--- config.mk ---
export PLATFORM = sky130hd
export DESIGN_NAME = bloom_filter_sum_hash
export DESIGN_NICKNAME = d
export VERILOG_FILES = /design/src/rtl/bfsh_pkg.sv /design/src/rtl/bfsh_ctrl.sv /design/src/rtl/bfsh_dp.sv /design/src/rtl/bloom_filter_sum_hash.sv
export SDC_FILE = /design/constraint.sdc
export NUM_CORES = 1
export LEC_CHECK = 0
export ABC_AREA = 1
export BUFFER_PORTS_ARGS = -buffer_cell sky130_fd_sc_hd__buf_2
export CAP_MARGIN = 15
export CORE_MARGIN = 3
export CORE_UTILIZATION = 50
export CTS_CLUSTER_DIAMETER = 150
export CTS_CLUSTER_SIZE = 8
export DETAILED_ROUTE_END_ITERATION = 12
export GPL_TIMING_DRIVEN = 0
export PLACE_DENSITY = 0.66
export SKIP_CTS_REPAIR_TIMING = 1
export SLEW_MARGIN = 30
export SYNTH_ARGS = -nofsm -noshare
export SYNTH_HDL_FRONTEND = slang
export SYNTH_SLANG_ARGS = --single-unit
--- constraint.sdc ---
create_clock -name aclk -period 6.9 [get_ports aclk]
set_input_delay 1.38 -clock aclk [delete_from_list [all_inputs] [get_ports aclk]]
set_output_delay 1.38 -clock aclk [all_outputs]
set_load 0.01 [all_outputs]
--- src/rtl/bfsh_pkg.sv ---
// ----------------------------------------------------------------------------
// bfsh_pkg: shared types, constants and helpers
// Table size, index constants, modular reduction and the controller/datapath
// command and status bundles for the sum-hash bloom filter.
// ----------------------------------------------------------------------------
package bfsh_pkg;

    // number of one-bit marks in the filter
    localparam int TABLE_BITS = 100;

    // width of a residue modulo TABLE_BITS
    localparam int SUM_W = $clog2(TABLE_BITS);

    // width of the values that get reduced: sum + byte, or 4s + 7 at most
    localparam int RED_W = $clog2(4 * TABLE_BITS + 256);

    // largest quotient seen by the reduction, and the subtract steps it needs
    localparam int RED_QMAX  = (4 * TABLE_BITS + 255) / TABLE_BITS;
    localparam int RED_STEPS = $clog2(RED_QMAX + 1);

    // hash constants: index = (mul * s + add) mod TABLE_BITS
    localparam int IDX_ADD_A = 5;   // 3s + 5
    localparam int IDX_ADD_B = 7;   // 4s + 7
    localparam int IDX_ADD_C = 9;   // 2s + 9

    // which of the three indexes is being formed
    typedef enum logic [1:0] {
        SEL_A,
        SEL_B,
        SEL_C
    } idx_sel_t;

    // controller states
    typedef enum logic [2:0] {
        ST_IDLE,
        ST_IDX1,
        ST_IDX2,
        ST_IDX3,
        ST_DONE
    } state_t;

    // commands from the controller to the datapath
    typedef struct packed {
        logic     take_byte;    // a key byte beat is accepted this cycle
        logic     calc_idx;     // form an index into the index register
        idx_sel_t idx_sel;      // which index to form
        logic     mark_access;  // set or test the mark at the index register
        logic     push_result;  // load the lookup answer into the output stage
    } cmd_t;

    // status from the datapath to the controller
    typedef struct packed {
        logic is_lookup;        // the key just closed is a lookup
        logic out_free;         // output stage can take a result this cycle
    } status_t;

    // modulo TABLE_BITS by restoring subtraction of shifted multiples
    function automatic logic [SUM_W-1:0] mod_table(input logic [RED_W-1:0] x);
        logic [RED_W-1:0] r;
        logic [RED_W-1:0] m;
        r = x;
        for (int k = RED_STEPS - 1; k >= 0; k--) begin
            m = RED_W'(TABLE_BITS) << k;
            if (r >= m) begin
                r = r - m;
            end
        end
        return r[SUM_W-1:0];
    endfunction

endpackage

--- src/rtl/bfsh_ctrl.sv ---
// ----------------------------------------------------------------------------
// bfsh_ctrl: sequencer for the sum-hash bloom filter
// Accepts key byte beats, then steps through the three mark indexes of a
// closed key, one mark access per cycle, and hands lookup answers on.
// ----------------------------------------------------------------------------
module bfsh_ctrl
    import bfsh_pkg::*;
(
    input  logic    aclk,
    input  logic    aresetn,
    input  logic    s_tvalid,
    input  logic    s_tlast,
    output logic    s_tready,
    input  status_t status,
    output cmd_t    cmd
);

    state_t state_reg;
    state_t state_next;

    // state register
    always_ff @(posedge aclk) begin
        if (!aresetn) begin
            state_reg <= ST_IDLE;
        end else begin
            state_reg <= state_next;
        end
    end

    // next state
    always_comb begin
        state_next = state_reg;
        unique case (state_reg)
            ST_IDLE: begin
                if (s_tvalid && s_tlast) begin
                    state_next = ST_IDX1;
                end
            end
            ST_IDX1: state_next = ST_IDX2;
            ST_IDX2: state_next = ST_IDX3;
            ST_IDX3: state_next = ST_DONE;
            ST_DONE: begin
                if (!status.is_lookup || status.out_free) begin
                    state_next = ST_IDLE;
                end
            end
            default: state_next = ST_IDLE;
        endcase
    end

    // outputs
    always_comb begin
        s_tready        = 1'b0;
        cmd.take_byte   = 1'b0;
        cmd.calc_idx    = 1'b0;
        cmd.idx_sel     = SEL_A;
        cmd.mark_access = 1'b0;
        cmd.push_result = 1'b0;
        unique case (state_reg)
            ST_IDLE: begin
                s_tready      = 1'b1;
                cmd.take_byte = s_tvalid;
            end
            ST_IDX1: begin
                cmd.calc_idx = 1'b1;
                cmd.idx_sel  = SEL_A;
            end
            ST_IDX2: begin
                cmd.calc_idx    = 1'b1;
                cmd.idx_sel     = SEL_B;
                cmd.mark_access = 1'b1;
            end
            ST_IDX3: begin
                cmd.calc_idx    = 1'b1;
                cmd.idx_sel     = SEL_C;
                cmd.mark_access = 1'b1;
            end
            ST_DONE: begin
                cmd.mark_access = 1'b1;
                cmd.push_result = status.is_lookup && status.out_free;
            end
            default: begin
                s_tready = 1'b0;
            end
        endcase
    end

endmodule

--- src/rtl/bfsh_dp.sv ---
// ----------------------------------------------------------------------------
// bfsh_dp: datapath of the sum-hash bloom filter
// Running byte sum modulo the table size, index generation, the mark array
// with one access per cycle, and the registered result stage.
// ----------------------------------------------------------------------------
module bfsh_dp
    import bfsh_pkg::*;
(
    input  logic       aclk,
    input  logic       aresetn,
    input  cmd_t       cmd,
    output status_t    status,
    input  logic       s_tuser,
    input  logic [7:0] s_tdata,
    input  logic       s_tlast,
    output logic       m_tvalid,
    input  logic       m_tready,
    output logic [7:0] m_tdata
);

    logic [SUM_W-1:0]      sum_reg;
    logic [SUM_W-1:0]      sum_next;
    logic [SUM_W-1:0]      key_sum_reg;
    logic                  lookup_reg;
    logic [SUM_W-1:0]      idx_reg;
    logic [SUM_W-1:0]      idx_next;
    logic                  hit_reg;
    logic [TABLE_BITS-1:0] marks_reg;
    logic                  mark_bit;
    logic                  m_valid_reg;
    logic                  present_reg;
    logic [RED_W-1:0]      s_ext;
    logic [RED_W-1:0]      idx_raw;

    // running sum with this byte folded in
    assign sum_next = mod_table(RED_W'(sum_reg) + RED_W'(s_tdata));

    // running sum, cleared after the last byte, and key sum register, loaded with the full key sum on the last byte
    always_ff @(posedge aclk) begin
        if (!aresetn) begin
            sum_reg <= '0;
        end else if (cmd.take_byte) begin
            sum_reg <= s_tlast ? '0 : sum_next;
        end
    end

    always_ff @(posedge aclk) begin
        if (cmd.take_byte && s_tlast) begin
            key_sum_reg <= sum_next;
            lookup_reg  <= s_tuser;
        end
    end

    // index generation: 3s+5, 4s+7, 2s+9 modulo the table size
    assign s_ext = RED_W'(key_sum_reg);

    always_comb begin
        case (cmd.idx_sel)
            SEL_A:   idx_raw = (s_ext << 1) + s_ext + RED_W'(IDX_ADD_A);
            SEL_B:   idx_raw = (s_ext << 2) + RED_W'(IDX_ADD_B);
            SEL_C:   idx_raw = (s_ext << 1) + RED_W'(IDX_ADD_C);
            default: idx_raw = '0;
        endcase
    end

    assign idx_next = mod_table(idx_raw);

    always_ff @(posedge aclk) begin
        if (cmd.calc_idx) begin
            idx_reg <= idx_next;
        end
    end

    // mark array, one set or test a cycle
    assign mark_bit = marks_reg[idx_reg];

    always_ff @(posedge aclk) begin
        if (!aresetn) begin
            marks_reg <= '0;
        end else if (cmd.mark_access && !lookup_reg) begin
            marks_reg[idx_reg] <= 1'b1;
        end
    end

    // lookup hit accumulates over the three marks
    always_ff @(posedge aclk) begin
        if (cmd.calc_idx && cmd.idx_sel == SEL_A) begin
            hit_reg <= 1'b1;
        end else if (cmd.mark_access) begin
            hit_reg <= hit_reg & mark_bit;
        end
    end

    // output stage, free again once its beat is taken
    always_ff @(posedge aclk) begin
        if (!aresetn) begin
            m_valid_reg <= 1'b0;
        end else if (cmd.push_result) begin
            m_valid_reg <= 1'b1;
        end else if (m_tready) begin
            m_valid_reg <= 1'b0;
        end
    end

    always_ff @(posedge aclk) begin
        if (cmd.push_result) begin
            present_reg <= hit_reg & mark_bit;
        end
    end

    assign m_tvalid         = m_valid_reg;
    assign m_tdata          = {7'b0, present_reg};
    assign status.is_lookup = lookup_reg;
    assign status.out_free  = !m_valid_reg || m_tready;

    // running sum always a valid residue
    assert property (@(posedge aclk) disable iff (!aresetn)
        sum_reg < SUM_W'(TABLE_BITS))
        else $error("running sum out of range");

    // every accessed mark lies inside the table
    assert property (@(posedge aclk) disable iff (!aresetn)
        cmd.mark_access |-> idx_reg < SUM_W'(TABLE_BITS))
        else $error("mark index out of range");

    // a result is only loaded when the output stage can take it
    assert property (@(posedge aclk) disable iff (!aresetn)
        cmd.push_result |-> (!m_valid_reg || m_tready))
        else $error("result pushed over a waiting beat");

    // the last byte of a key restarts the sum
    assert property (@(posedge aclk) disable iff (!aresetn)
        (cmd.take_byte && s_tlast) |=> sum_reg == '0)
        else $error("running sum not cleared after key");

endmodule

--- src/rtl/bloom_filter_sum_hash.sv ---
// ----------------------------------------------------------------------------
// bloom_filter_sum_hash: bloom filter with a byte-sum hash
// Keys stream in one byte per beat; the last byte inserts the key or looks
// it up and, for a lookup, returns one present beat.
// ----------------------------------------------------------------------------
// Each key byte that is not the last is taken as soon as it is valid, so a
// key streams at one byte per clock. The last byte closes the key and holds
// the input while the three mark indexes are formed and the single mark port
// visits them one per cycle. A lookup answer sits in an output register; the
// block goes on taking bytes while it waits, and only stalls at the end of
// the next lookup if that answer has still not been taken. All marks clear
// at reset; there is no clearing pass.
module bloom_filter_sum_hash
    import bfsh_pkg::*;
(
    input  logic       aclk,
    input  logic       aresetn,
    input  logic       s_tvalid,
    output logic       s_tready,
    input  logic [7:0] s_tdata,   // [7:0] key_byte
    input  logic       s_tuser,   // [0] command: 0 insert, 1 lookup
    input  logic       s_tlast,
    output logic       m_tvalid,
    input  logic       m_tready,
    output logic [7:0] m_tdata    // [0] present, [7:1] zero
);

    cmd_t    cmd;
    status_t status;

    // sequencer
    bfsh_ctrl u_ctrl (
        .aclk     (aclk),
        .aresetn  (aresetn),
        .s_tvalid (s_tvalid),
        .s_tlast  (s_tlast),
        .s_tready (s_tready),
        .status   (status),
        .cmd      (cmd)
    );

    // sum, index and mark datapath
    bfsh_dp u_dp (
        .aclk     (aclk),
        .aresetn  (aresetn),
        .cmd      (cmd),
        .status   (status),
        .s_tuser  (s_tuser),
        .s_tdata  (s_tdata),
        .s_tlast  (s_tlast),
        .m_tvalid (m_tvalid),
        .m_tready (m_tready),
        .m_tdata  (m_tdata)
    );

endmodule
==> impl_metrics.toml, run 1 <==
[sta]
fin_crit_ns = 4.87
finClkSkew_ns = 0.00636
max_freq_mhz = 205
setup_violations = 0
max_slew_margin = 0.391
tns_ns = 0
finalCritPeriodShare = 0.706
tightest_slew_ns = 0.907
hold_violations = 0
slew_violations = 0
rsz0062_at_grt = "no"

[floorplanning]
die_h_um = 127
coreArea_mm2 = 0.0141
start_util = 0.520
dieArea_mm2 = 0.0162
ios = 24
die_w_um = 127
num_rows = 43

[layout]
fillers = 1411
final_util = 0.588
final_area_mm2 = 0.00832
final_cell_mix = "nand2_1 (238), inv_1 (152), a21oi_1 (132)"
antenna_cells = 0
final_common_cell = "nand2_1"
largest_reg_flops = 100
drive_above_1_share = 0.0986
nets = 1138
areaGrowthSynthToFinish_pct = 13.1
finalNonFillerCells = 1285

[clock_tree]
cts-root-buf = "clkbuf_16"
htreeDepth = 4
cts_tree = "built"
cts_buffer_depth = 2
cts_sinks = 128
insertion_delay_ns = 0.43
cts_made_buffers = 17
clk_pin_slew_ns = 0.06

[setup_path]
end_kind = "flop"
worstPathArrival_ns = 5.05
critical_path_class = "input pin to flop"
crit_family = "simple AND/OR/NAND/NOR gates"
cp.depth = 29
cp_max_fo = 7
r2r-start = "u_dp.key_sum_reg[0]"
cpPeakStageDelay_ns = 0.34
slowest_stage = "ha_1"
cp_common_cell = "nand2_1"
critPathLaunchType = "input pin"
crit_start = "s_tdata[2]"
critPathBufInv = 4
rr_worst_depth = 30
required_ns = 7.08

[detailed_routing]
wire_per_inst_um = 14.7
vias_per_cell = 5.32
drc_errors = 0
ant_nets = 0
num_vias = 6831
routed_wl_um = 18900
first_pass_iters = 6
drt_iter0_markers = 624

[logic_synthesis]
synth.area.top_cells = "dfxtp_1 (30%), nand2_1 (12%), a21oi_1 (9.0%)"
synth_ff_type = "dfxtp_1"
ys_warn_count = 0
synth.avg_cell_area_um2 = 7.00
synth_top_area_cell = "dfxtp_1"
netlist_instances = 1051
synth_fa_ha_area_frac = 0.0565
synth_cell_types = 49
synth_compound_area_frac = 0.163
synth_xor_area_frac = 0.0143
ys_seq_area_frac = 0.370
synthSimpleGateAreaFrac = 0.291
synth_edf_count = 16
synthMuxAreaShare = 0
ys_ff_latch = 128
synthesis.area_mm2 = 0.00735
synth_top_area_frac = 0.305
synth_top_family_by_area = "simple AND/OR/NAND/NOR gates"
synthArstFlopShare = 0

[global_routing]
grt_use_total = 0.243
grt_pass1_vias = 6279
grt_max_degree = 17
grt_first_pass_wirelength_um = 31400
grt.overflow.total = 0
antenna_found_initial = 0

[place]
gp_congestion = 0.891
place_area_mm2 = 0.00769
dp_hpwl_um = 13400
io_buffer_count = 16
post-place-cells = 1253

[outcome]
status = "finished, final reports clean"

[min_path]
hold_depth = 2
hold_class = "flop to flop"
hp-start = "u_dp.marks_reg[47]"

[power]
vdd_drop_max_uv = 255
cellPowerDensity_mw_per_mm2 = 472
totalPowerFinal_uw = 3930
p_leak_uw = 0.00353

[flow_run]
maxCapViolations = 0
power breakdown:
group | leakage (uW) | total [uW] | switching (uW) | internal, uW
Clock | 0.000305 | 941 | 342 | 600
Sequential | 0.00105 | 903 | 43.0 | 860
Combinational | 0.00217 | 2080 | 1400 | 682
per-stage QoR:
stage	hold WS [ns]	worst slack [ns]
2_1_floorplan	0.431	2.22
4_1_cts	0.452	2.06
5_1_grt	0.473	1.64
6_report	0.448	2.03
3_5_place_dp	0.444	1.62
3_3_place_gp	0.439	1.63
routing by layer:
metal / track usage / routed length [um] / vias to the layer above
met5: 0 / 0 / -
met4: 0.0826 / 483 / 0
met3: 0.0581 / 1300 / 38
met2: 0.364 / 8130 / 239
met1: 0.345 / 9010 / 3046
li1: - / - / 3508
worst register-to-register path, delay by kind of cell (launching register included):
kind	cells	cell delay, ns
compound gates	2	0.43
fa+ha+maj	4	1.34
buf+inv	5	0.50
flops	1	0.51
simple gates	19	1.52
Yosys cell counts, types with 4 or more instances:
master / count
nand2_1: 238
inv_1: 152
a21oi_1: 132
dfxtp_1: 112
nor2_1: 94
nand3_1: 63
ha_1: 30
o22ai_1: 23
clkbuf_1: 22
o21ai_0: 20
nand2_2: 17
edfxtp_1: 16
nand4_1: 11
nor3_1: 11
xor2_1: 11
a22oi_1: 8
buf_4: 8
inv_2: 8
nand2_4: 8
nand3b_1: 7
and2_1: 5
nand3_2: 5
o41ai_1: 5
nor2_2: 4
logic make-up (layout without fill, tap and decap cells):
kind of cell               Yosys count  count (layout)
DFF                                128             128
buffers and inverters              195             243
and+or+nand+nor                    472             472
other                                1               7
adders and majority gates           32              32
AOI/OAI and AO/OA                  211             211
xor gates and xnor gates            12              12
path summary, 6_finish.rpt:
check                                      endpoint  slack, ns
worst max-delay path            u_dp.key_sum_reg[3]       2.03
worst min-delay path             u_dp.marks_reg[47]       0.45
worst max register to register      u_dp.idx_reg[5]       2.35
worst min register to register   u_dp.marks_reg[47]       0.45
layout make-up:
| cell class | count | area, um2 | area share |
|---|---|---|---|
| inverter | 163 | 612 | 0.0736 |
| clock inverter | 12 | 156 | 0.0188 |
| multi-input combinational | 734 | 3890 | 0.468 |
| clock buffer | 20 | 468 | 0.0563 |
| buffer | 32 | 159 | 0.0191 |
| tap | 180 | 225 | 0.0271 |
| timing repair buffer | 16 | 80.1 | 0.00963 |
| sequential | 128 | 2720 | 0.327 |
No activity file was read; power rests on OpenSTA's default activity.
==> inputs of run 2 (changes only) <==
==> constraint.sdc (replaced) <==
create_clock -name aclk -period 5 [get_ports aclk]
set_input_delay 1 -clock aclk [delete_from_list [all_inputs] [get_ports aclk]]
set_output_delay 1 -clock aclk [all_outputs]
set_load 0.01 [all_outputs]
==> run 2 against run 1 <==
  * Global-route usage did not move
  * Cell area rose by 0.18%
  * Die area did not move
  * Combinational power rose by 38%
  * Worst hold slack got worse by 0.00068 ns
  * Sequential cell count did not move
  * Total power rose by 38%
  * Register-to-register slack got worse by 1.8 ns
  * Critical endpoint unchanged
  * Largest cell class unchanged
==> impl_metrics.toml, run 2 (synthesis results as in run 1) <==
[sta]
tns_ns = 0
finalCritPeriodShare = 0.898
hold_violations = 0
rsz0062_at_grt = "no"
max_slew_margin = 0.379
setup_violations = 0
max_freq_mhz = 223
fin_ws_ns = 0.510
slew_violations = 0
fin_crit_ns = 4.49
tightest_slew_ns = 0.925
finClkSkew_ns = 0.00778

[setup_path]
cpPeakStageDelay_ns = 0.34
critical_path_class = "input pin to flop"
crit_start = "s_tdata[2]"
rrSetupSlack_ns = 0.55
cp_max_fo = 7
r2r-end = "u_dp.idx_reg[5]"
crit_path_end = "u_dp.key_sum_reg[3]"
rr_worst_depth = 30
cp_common_cell = "nand2_1"
worstPathArrival_ns = 4.67
end_kind = "flop"
slowest_stage = "ha_1"
r2r-start = "u_dp.key_sum_reg[0]"
critPathLaunchType = "input pin"
required_ns = 5.18

[clock_tree]
clk_pin_slew_ns = 0.06
htreeDepth = 4
cts_sinks = 128
cts_tree = "built"
cts-root-buf = "clkbuf_16"
insertion_delay_ns = 0.43
cts_made_buffers = 17
cts_buffer_depth = 2

[power]
vdd_drop_max_uv = 352
cellPowerDensity_mw_per_mm2 = 651
p_leak_uw = 0.00354

[global_routing]
grt_use_total = 0.243
grt.overflow.total = 0
grt_pass1_vias = 6279
grt_max_degree = 17
antenna_found_initial = 0
grt_first_pass_wirelength_um = 31400

[detailed_routing]
ant_nets = 0
routed_wl_um = 18900
vias_per_cell = 5.30
first_pass_iters = 5
drc_errors = 0
wire_per_inst_um = 14.7
drt_iter0_markers = 605
num_vias = 6825

[min_path]
hold_depth = 2
hold_class = "flop to flop"

[layout]
largest_reg_flops = 100
areaGrowthSynthToFinish_pct = 13.3
final_cell_mix = "nand2_1 (238), inv_1 (152), a21oi_1 (132)"
final_util = 0.589
drive_above_1_share = 0.100
antenna_cells = 0
nets = 1140
finalNonFillerCells = 1287
final_common_cell = "nand2_1"

[place]
post-place-cells = 1253
dp_hpwl_um = 13400
place_ws_ns = 0.103
gp_congestion = 0.891
io_buffer_count = 16

[flow_run]
maxCapViolations = 0

[floorplanning]
ios = 24
num_rows = 43
coreArea_mm2 = 0.0141
die_w_um = 127
dieArea_mm2 = 0.0162
die_h_um = 127
start_util = 0.520

[outcome]
status = "finished, final reports clean"
==> run 2: stage by stage <==
stage	power [uW]	instance area, um2	hold WS (ns)
floorplan	3590	7380	0.431
global placement	4110	7680	0.439
detailed placement	4140	7690	0.444
CTS	5440	8320	0.452
global route	5950	8330	0.473
finish	5420	8330	0.447
==> run 2: worst min path at each step <==
stage	startpoint	end	slack (ns)
floorplan	u_dp.marks_reg[15]	u_dp.marks_reg[15]	0.43
global placement	u_dp.marks_reg[47]	u_dp.marks_reg[47]	0.44
detailed placement	u_dp.marks_reg[47]	u_dp.marks_reg[47]	0.44
CTS	u_dp.marks_reg[47]	u_dp.marks_reg[47]	0.45
global route	u_dp.marks_reg[56]	u_dp.marks_reg[56]	0.47
finish	u_dp.marks_reg[47]	u_dp.marks_reg[47]	0.45
==> run 2: critical path: cells and delay by family <==
| family | cells | cell delay (ns) |
|---|---|---|
| buffers and inverters | 4 | 0.33 |
| and+or+nand+nor | 19 | 1.95 |
| adders and majority gates | 4 | 0.94 |
| xor gates and xnor gates | 1 | 0.23 |
| AOI/OAI and AO/OA | 1 | 0.22 |
==> run 2: layout make-up <==
type                            count  area [um2]
Timing Repair Buffer               18        95.1
Multi-Input combinational cell    734        3890
Tap cell                          180         225
Inverter                          163         612
Fill cell                        1408        5820
Buffer                             32         159
Sequential cell                   128        2720
Clock inverter                     12         156
Clock buffer                       20         468
==> run 2: layer usage <==
metal / track usage / share of wire / vias to the layer above
met5: 0 / 0 / -
met4: 0.0826 / 0.023 / 0
met3: 0.0581 / 0.070 / 39
met2: 0.364 / 0.43 / 205
met1: 0.345 / 0.47 / 3069
li1: - / - / 3512
==> run 2: report_power, final <==
part	total (uW)	leakage (uW)	internal, uW	switching, uW
logic	2880	0.00218	943	1940
registers	1250	0.00105	1190	58.6
clock network	1300	0.000305	827	469
total	5420	0.00354	2960	2470
